<file path="config.mk">
export PLATFORM = sky130hd
export DESIGN_NAME = ascii_integer_parser_top
export DESIGN_NICKNAME = d
export VERILOG_FILES = /design/src/hw/rtl/aip_pkg.sv /design/src/hw/rtl/ascii_integer_parser_top.sv
export SDC_FILE = /design/constraint.sdc
export NUM_CORES = 1
export LEC_CHECK = 0
export BUFFER_PORTS_ARGS = -buffer_cell sky130_fd_sc_hd__buf_2
export CORE_MARGIN = 2
export CORE_UTILIZATION = 40
export CTS_CLUSTER_SIZE = 20
export DETAILED_ROUTE_END_ITERATION = 8
export PLACE_DENSITY = 0.6
export SYNTH_ARGS = -nofsm -noshare
export SYNTH_HDL_FRONTEND = slang
export SYNTH_SLANG_ARGS = --single-unit
</file>
<file path="constraint.sdc">
create_clock -name clock -period 8.22 [get_ports clock]
set_clock_uncertainty 0.1 [all_clocks]
set_input_delay 0.822 -clock clock [delete_from_list [all_inputs] [get_ports clock]]
set_output_delay 0.822 -clock clock [all_outputs]
set_load 0.005 [all_outputs]
</file>
<file path="src/hw/rtl/aip_pkg.sv">
// aip_pkg: character codes, result codes and character-class helpers
// for the ASCII integer parser. No dependencies.
`default_nettype none

package aip_pkg;

   localparam logic [7:0] CH_SPACE   = 8'h20;
   localparam logic [7:0] CH_TAB     = 8'h09;
   localparam logic [7:0] CH_NEWLINE = 8'h0a;
   localparam logic [7:0] CH_MINUS   = 8'h2d;
   localparam logic [7:0] CH_0       = 8'h30;
   localparam logic [7:0] CH_9       = 8'h39;
   localparam logic [7:0] CH_X       = 8'h78;
   localparam logic [7:0] CH_LA      = 8'h61;
   localparam logic [7:0] CH_LF      = 8'h66;
   localparam logic [7:0] CH_UA      = 8'h41;
   localparam logic [7:0] CH_UF      = 8'h46;

   localparam logic STATUS_OK    = 1'b0;
   localparam logic STATUS_ERROR = 1'b1;

   localparam logic RADIX_DEC = 1'b0;
   localparam logic RADIX_HEX = 1'b1;

   function automatic logic is_space(input logic [7:0] c);
      return c inside {CH_SPACE, CH_TAB, CH_NEWLINE};
   endfunction

   function automatic logic is_dec(input logic [7:0] c);
      return c inside {[CH_0:CH_9]};
   endfunction

   // {valid, digit}
   function automatic logic [4:0] hex_digit(input logic [7:0] c);
      logic [4:0] r;
      r = 5'd0;
      if (c inside {[CH_0:CH_9]}) begin
         r = {1'b1, 4'(c - CH_0)};
      end else if (c inside {[CH_LA:CH_LF]}) begin
         r = {1'b1, 4'(c - CH_LA + 8'd10)};
      end else if (c inside {[CH_UA:CH_UF]}) begin
         r = {1'b1, 4'(c - CH_UA + 8'd10)};
      end
      return r;
   endfunction

endpackage

`default_nettype wire

</file>
<file path="src/hw/rtl/ascii_integer_parser_top.sv">
// ascii_integer_parser_top: one-character-per-cycle decimal / 0x-hex integer parser.
// Depends on aip_pkg.
//
// Takes one ASCII character per item on req_ and gives at most one result item on
// rsp_. csr_wr_data selects decimal (0) or 0x-prefixed hex (1); it takes effect only
// between numbers. Leading space, tab and newline are skipped. The character that ends
// a number or breaks the grammar is consumed and yields the result (status 0 with the
// value, or status 1 with value 0). The accumulator is VALUE_WIDTH bits and wraps.
// Throughput is one item per cycle while req_ready is high; a result is registered and
// appears on rsp_ in the cycle after the character that caused it. req_ready is low only
// while a result is held and rsp_ready is low.
`default_nettype none

module ascii_integer_parser_top
   import aip_pkg::*;
#(
   parameter int VALUE_WIDTH = 32
) (
   input  wire logic               clock,
   input  wire logic               reset,
   input  wire logic               csr_wr_en,
   input  wire logic               csr_wr_data,
   input  wire logic               req_valid,
   output logic                    req_ready,
   input  wire logic [7:0]         req_ch,
   output logic                    rsp_valid,
   input  wire logic               rsp_ready,
   output logic signed [31:0]      rsp_value,
   output logic                    rsp_status
);

   typedef enum logic [2:0] {
      PH_IDLE   = 3'd0,
      PH_DMINUS = 3'd1,
      PH_DDIG   = 3'd2,
      PH_HZERO  = 3'd3,
      PH_HX     = 3'd4,
      PH_HDIG   = 3'd5
   } phase_type;

   phase_type              phase_ff, phase_in;
   logic                   negative_ff, negative_in;
   logic [VALUE_WIDTH-1:0] acc_ff, acc_in;
   logic                   radix_ff;
   logic                   rsp_valid_ff;
   logic signed [31:0]     rsp_value_ff, rsp_value_in;
   logic                   rsp_status_ff, rsp_status_in;

   logic                   accept;
   logic                   emit;
   logic [4:0]             hex;
   logic                   dec;
   logic [VALUE_WIDTH-1:0] dec_digit, hex_nibble, acc_dec, acc_hex;
   logic signed [VALUE_WIDTH-1:0] final_val;

   assign req_ready = !rsp_valid_ff || rsp_ready;
   assign accept    = req_valid && req_ready;

   assign hex        = hex_digit(req_ch);
   assign dec        = is_dec(req_ch);
   assign dec_digit  = VALUE_WIDTH'(4'(req_ch - CH_0));
   assign hex_nibble = VALUE_WIDTH'(hex[3:0]);
   assign acc_dec    = (acc_ff << 3) + (acc_ff << 1) + dec_digit;
   assign acc_hex    = (acc_ff << 4) | hex_nibble;
   assign final_val  = negative_ff ? signed'(-acc_ff) : signed'(acc_ff);

   always_comb begin
      phase_in      = phase_ff;
      negative_in   = negative_ff;
      acc_in        = acc_ff;
      emit          = 1'b0;
      rsp_status_in = STATUS_ERROR;
      rsp_value_in  = '0;
      case (phase_ff)
         PH_DMINUS: begin
            if (dec) begin
               acc_in   = dec_digit;
               phase_in = PH_DDIG;
            end else begin
               emit = 1'b1;
            end
         end
         PH_DDIG: begin
            if (dec) begin
               acc_in = acc_dec;
            end else begin
               emit          = 1'b1;
               rsp_status_in = STATUS_OK;
               rsp_value_in  = 32'(final_val);
            end
         end
         PH_HZERO: begin
            if (req_ch == CH_X) begin
               phase_in = PH_HX;
            end else begin
               emit = 1'b1;
            end
         end
         PH_HX: begin
            if (hex[4]) begin
               acc_in   = acc_hex;
               phase_in = PH_HDIG;
            end else begin
               emit = 1'b1;
            end
         end
         PH_HDIG: begin
            if (hex[4]) begin
               acc_in = acc_hex;
            end else begin
               emit          = 1'b1;
               rsp_status_in = STATUS_OK;
               rsp_value_in  = 32'(final_val);
            end
         end
         default: begin
            phase_in    = PH_IDLE;
            negative_in = 1'b0;
            acc_in      = '0;
            if (is_space(req_ch)) begin
               phase_in = PH_IDLE;
            end else if (radix_ff == RADIX_DEC) begin
               if (req_ch == CH_MINUS) begin
                  negative_in = 1'b1;
                  phase_in    = PH_DMINUS;
               end else if (dec) begin
                  acc_in   = dec_digit;
                  phase_in = PH_DDIG;
               end else begin
                  emit = 1'b1;
               end
            end else if (req_ch == CH_0) begin
               phase_in = PH_HZERO;
            end else begin
               emit = 1'b1;
            end
         end
      endcase
      if (emit) begin
         phase_in    = PH_IDLE;
         negative_in = 1'b0;
         acc_in      = '0;
      end
   end

   always_ff @(posedge clock) begin
      if (reset) begin
         phase_ff     <= PH_IDLE;
         negative_ff  <= 1'b0;
         acc_ff       <= '0;
         radix_ff     <= RADIX_DEC;
         rsp_valid_ff <= 1'b0;
      end else begin
         if (csr_wr_en) begin
            radix_ff <= csr_wr_data;
         end
         if (accept && emit) begin
            rsp_valid_ff <= 1'b1;
         end else if (rsp_valid_ff && rsp_ready) begin
            rsp_valid_ff <= 1'b0;
         end
         if (accept) begin
            phase_ff    <= phase_in;
            negative_ff <= negative_in;
            acc_ff      <= acc_in;
         end
      end
   end

   always_ff @(posedge clock) begin
      if (accept && emit) begin
         rsp_value_ff  <= rsp_value_in;
         rsp_status_ff <= rsp_status_in;
      end
   end

   assign rsp_valid  = rsp_valid_ff;
   assign rsp_value  = rsp_value_ff;
   assign rsp_status = rsp_status_ff;

`ifndef SYNTHESIS
   a_err_value_zero: assert property (@(posedge clock) disable iff (reset)
      rsp_valid && rsp_status == STATUS_ERROR |-> rsp_value == '0)
      else $error("error result with nonzero value");

   a_no_overwrite: assert property (@(posedge clock) disable iff (reset)
      rsp_valid && !rsp_ready |-> !req_ready)
      else $error("input accepted while result held");

   a_idle_after_result: assert property (@(posedge clock) disable iff (reset)
      accept && emit |=> phase_ff == PH_IDLE && acc_ff == '0 && !negative_ff)
      else $error("parser not idle after result");

   a_result_follows_emit: assert property (@(posedge clock) disable iff (reset)
      accept && emit |=> rsp_valid)
      else $error("result lost");
`endif

endmodule

`default_nettype wire
</file>
==> results of run 1 <==
critical path, cell delays in order:
cell,delay (ns)
buf_2,0.20
inv_1,0.11
fa_1,0.53
inv_1,0.07
fa_1,0.48
a211oi_1,0.32
nor2_1,0.10
o311ai_0,0.69
nand3_1,0.33
xnor2_1,0.22
nor2_1,0.05
a221o_2,0.30
worst max-delay path by stage:
stage               from         end  slack, ns  cells after the start
3_5_place_dp   req_ch[3]  acc_ff[18]       3.76                     12
6_report       req_ch[3]  acc_ff[18]       4.11                     12
5_1_grt        req_ch[3]  acc_ff[28]       3.77                     12
3_3_place_gp   req_ch[3]  acc_ff[18]       3.81                     12
4_1_cts        req_ch[3]  acc_ff[18]       4.11                     12
2_1_floorplan  req_ch[3]  acc_ff[18]       4.47                     12
Yosys cell counts, types with 14 or more instances:
master,count,share of area
dfxtp_1,38,0.13
ha_1,64,0.14
inv_1,20,0.013
nand4_1,15,0.016
nand2_1,43,0.028
xor2_1,38,0.057
a22oi_1,18,0.023
a211oi_1,14,0.018
a21o_1,18,0.023
o21ai_0,45,0.039
nand3_1,17,0.015
clkbuf_1,25,0.016
nor3_1,21,0.018
nor2_1,69,0.044
a21oi_1,43,0.037
edfxtp_1,33,0.17
area by class of cell:
type / count / area, um^2
well taps: 184 / 230
flip-flops and latches: 71 / 1750
multi-input cells: 554 / 3900
inverters: 20 / 75.1
repair buffers: 51 / 263
clock inverters: 7 / 72.6
clock buffers: 9 / 225
fillers: 1378 / 7850
routing by layer:
metal,track usage,share of wire
met5,0,0
met4,0.0403,0.0099
met3,0.0412,0.063
met2,0.311,0.46
met1,0.256,0.47
logic make-up after synthesis:
kind of cell | Yosys count
buffers and inverters | 50
AND/OR/NAND/NOR | 221
adder cells (fa/ha/maj) | 66
XOR/XNOR | 51
AO/OA/AOI/OAI | 213
multiplexers | 3
flip-flops | 71
metrics by stage:
stage | area (um^2) | cells | worst slack, ns | utilization
global route | 6520 | 896 | 3.77 | 0.454
detailed placement | 6220 | 880 | 3.76 | 0.433
global placement | 6220 | 880 | 3.81 | 0.433
finish | 6520 | 896 | 4.11 | 0.454
floorplan | 5840 | 675 | 4.47 | -
CTS | 6520 | 896 | 4.11 | 0.454
power by group:
part / internal, uW / total [uW] / switching [uW]
clock network: 235 / 388 / 153
logic: 29.7 / 82.9 / 53.2
registers: 381 / 389 / 7.81
registers in the layout, indices dropped and copies added, names as in the netlist:
register     flops
radix_ff         1
phase_ff         3
rsp_valid        1
rsp_status       1
rsp_value       32
negative_ff      1
acc_ff          32
==> metrics, run 1 <==
most frequent cells in the layout=nor2_1, ha_1, buf_2, o21ai_0; min Tclk post-route=4.11 ns; CTS tree=yes; HP Class=reg -> reg; Critical Path AT=~4.2 ns; Vias/cell=around 6; die height=approximately 120 um; synthesized-area fraction occupied by adder cells=0.144; ANT nets after route=0; Setup-failing EPs final=0; ant diodes=0; Core ar.=roughly 14000 um^2; cells on worst reg2reg path=11; mux contribution to synthesized area=0.00515; Syn Inst Count=675; clk sink count=~70; first-pass GRT wire length=24500 um; Area Growth Syn to Fin=11.7%; Num CTS Buffers=9; Pleak=0.00271 uW; Synth Flop Type=dfxtp_1; post-synthesis sequential area ratio=0.300; Max IR drop VDD=77.2 uV; # rows=44; min-delay src=acc_ff[31]; clk root buf=clkbuf_16; Crit Path Category=in -> reg; Required @ worst endpoint=8.35 ns; Synth Area per Inst=8.65 um^2; Fin Hold WS=around 0.42 ns; I/O pin cnt=49; wire per inst=roughly 16 um; hold buffers post-CTS=0; relative slew slack=0.161; clk_lat worst skew=between 0.3 and 0.4 ns; CTS clock-pin slew for the worst setup and hold paths=approximately 0.060 ns; initial antenna violation count=0; Synth Area in XOR/XNOR=0.0765; Synth Register Bits=71; Ys Warns=0; Worst setup EP type=flip-flop; post-synthesis async set-or-reset flop share=0; Synth Area in Compound Gates=0.248; vias in the first global route=~5000; Final Cycle Share=0.501; number of synthesized flops with an enable pin=33; R2R Path Start=acc_ff[0]; DRT Pass-1 Iters=5; H-Tree Depth=3; total grt overflow=0; Chip Width=roughly 120 um; R2R setup slack=roughly 4.2 ns; max_cap viols=0; # resized after CTS=0; Mapped Nets=755; routed via count=between 5000 and 6000; Clock Path Buffers=2; crit start category=input pin; commonest non-fill, non-tap cell in the layout=nor2_1; RSZ-0062 raised after global routing=false; largest family of logic cells by synthesized area=compound AO/OA/AOI/OAI gates; setup bufs post-CTS=0; Overall Global Routing Usage=0.189; IO buf count=48; synthesized area=5840 um^2; status=finished, final reports clean; critical path fanouts, max=12; Initial Util=0.406; die area=roughly 16000 um^2; hold depth=2; pwr dens=132 nW/um^2; simple-gate share of the synthesized area=0.193; NumNets Final=approximately 790; Pwr Total=around 860 uW; Cell variety after synth=64; largest net degree at the start of global routing=34; GP Congestion=roughly 0.87; final wirelength=about 14000 um; Fin Setup TNS=0 ns; WHS Endpoint=acc_ff[31]; DP Wirelength=11000 um; fmax=around 240 MHz; Worst R2R End=acc_ff[18]; fin. max-slew vios=0; fraction of layout cells with a size suffix above 1=0.111; Remaining DRCs=0; Final Hold Fails=0; worst slew pin tran=between 1 and 1.5 ns; initial DRC count=392
Power figures use the tool's default switching activity.
==> run 2: changes to the inputs <==
clock period = 4.03 ns   (was 8.22 ns; I/O delays follow)
==> metrics, run 2 (synthesis results as in run 1) <==
final core occ=0.455 (+0.00122); Clock Path Buffers=2 (unchanged); # resized after CTS=0 (unchanged); uppermost layer routed=met4; met1 wire length=7170 um (+5.5%); H-Tree Depth=3 (unchanged); Crit Path Category=reg -> reg; R2R Path Start=acc_ff[2]; Fin Setup TNS=0 ns (unchanged); Overall Global Routing Usage=0.193 (+0.00387); hold buffers post-CTS=0 (unchanged); initial DRC count=352 (-10%); clk root buf=clkbuf_16; fillcell total=1388 (+0.73%); Chip Width=125 um (unchanged); largest net degree at the start of global routing=34 (unchanged); fraction of layout cells with a size suffix above 1=0.117 (+0.00587); Critical Path, Cell by Cell=inv_1, fa_1, inv_1, fa_1, a211oi_1, nor2_1, o311ai_0, buf_4, nand3_1, xnor2_1, nor2_1, a221o_2; clk sink count=71 (unchanged); status=finished, final reports clean; wire per inst=16.4 um (+1.8%); DP Wirelength=11100 um (+0.99%); Pleak=0.00274 uW (+0.86%); ANT nets after route=0 (unchanged); Critical Path End=acc_ff[18]; Setup-failing EPs final=0 (unchanged); I/O pin cnt=49 (unchanged); IO buf count=48 (unchanged); min Tclk post-route=around 3.8 ns; NumNets Final=794 (+0.89%); pwr dens=259 nW/um^2 (+97%); fin. max-slew vios=0 (unchanged); cells on worst reg2reg path=12 (+1); ant diodes=0 (unchanged); critical path fanouts, max=9 (-3); die height=125 um (unchanged); relative slew slack=0.195 (+0.0346); total grt overflow=0 (unchanged); CTS clock-pin slew for the worst setup and hold paths=0.06 ns (about the same); Core ar.=14400 um^2 (unchanged); initial antenna violation count=0 (unchanged); routed via count=5334 (+1.2%); # rows=44 (unchanged); Worst R2R End=acc_ff[18]; fmax=about 270 MHz; commonest non-fill, non-tap cell in the layout=nor2_1; final worst slack=0.266 ns (-3.84 ns); Initial Util=0.406 (unchanged); Final Cycle Share=0.934; Area Growth Syn to Fin=12.0%; Final Hold Fails=0 (unchanged); RSZ-0062 raised after global routing=false; die area=15600 um^2 (unchanged); crit start category=flip-flop; Remaining DRCs=0 (unchanged); met2 wire len=6640 um (+0.35%); clk_lat worst skew=0.34 ns (about the same); most frequent cells in the layout=nor2_1, ha_1, buf_2, o21ai_0; Critical Path Slowest Stage Cell=dfxtp_1; Worst setup EP type=flip-flop; max_cap viols=0 (unchanged); Routed met3 length=830 um (-8.7%); worst slew pin tran=1.21 ns (-0.0536 ns); R2R setup slack=0.27 ns (-3.95 ns); Vias/cell=5.91 (+0.45%); DRT Pass-1 Iters=5 (unchanged); setup bufs post-CTS=0 (unchanged); first-pass GRT wire length=25000 um (+2.2%); CTS tree=yes; GP Congestion=0.929 (+6.5%); Critical Path AT=3.90 ns (-0.34 ns); Place WS=0.160 ns (-3.60 ns); Pwr Total=1700 uW (+97%); final wirelength=14900 um (+2.6%); Num CTS Buffers=9 (unchanged); vias in the first global route=5065 (+1.0%); Required @ worst endpoint=4.16 ns (-4.19 ns); Setup crit start=acc_ff[2]; Max IR drop VDD=183 uV (+140%); CP max stage delay=0.56 ns (-0.13 ns); HP Class=in -> reg
==> run 2: changes by cell type in the layout (fill, tap and decap cells not counted), moves of 2 or more <==
cell | previous run | this run
clkinv_2 | 1 | 3
clkinv_4 | 2 | 0
buf_4 | 3 | 10
clkbuf_1 | 0 | 2
==> run 2: worst min-delay path by stage <==
stage	startpoint	cells past startpoint	slack [ns]	to
global route	csr_wr_data	3	0.26	radix_ff
floorplan	acc_ff[31]	2	0.38	acc_ff[31]
detailed placement	acc_ff[31]	2	0.43	acc_ff[31]
global placement	acc_ff[31]	2	0.41	acc_ff[31]
CTS	csr_wr_data	3	0.20	radix_ff
finish	csr_wr_data	3	0.21	radix_ff
==> run 2: critical path: cells and delay by family, from the launching register on <==
family / cells / cell delay [ns]
and+or+nand+nor: 3 / 0.31
xor gates and xnor gates: 1 / 0.19
AOI/OAI and AO/OA: 3 / 1.13
DFF: 1 / 0.56
buffers and inverters: 3 / 0.39
adders and majority gates: 2 / 0.96
==> run 2: per-layer routing <==
layer	GRT usage	vias to the layer above
li1	-	2661
met4	0.0615	0
met3	0.0314	14
met2	0.307	143
met1	0.268	2516
met5	0	-
==> run 2: metrics by stage <==
stage | hold WS (ns) | std cells | instance area [um^2]
3_3_place_gp | 0.407 | 887 | 6270
6_report | 0.205 | 903 | 6540
4_1_cts | 0.205 | 903 | 6540
3_5_place_dp | 0.429 | 887 | 6270
5_1_grt | 0.260 | 903 | 6540
2_1_floorplan | 0.385 | 675 | 5840
==> run 2: area by class of cell <==
cell class	count	area, um^2	area share
Clock buffer	12	246	0.0377
Timing Repair Buffer	58	315	0.0482
Sequential cell	71	1750	0.268
Inverter	20	75.1	0.0115
Clock inverter	4	22.5	0.00345
Multi-Input combinational cell	554	3890	0.596
Tap cell	184	230	0.0352
==> run 2: power breakdown <==
part           leakage, uW  internal, uW  switching (uW)
sequential        0.000639           777            15.9
combinational      0.00196          62.2             110
clock             0.000132           430             301
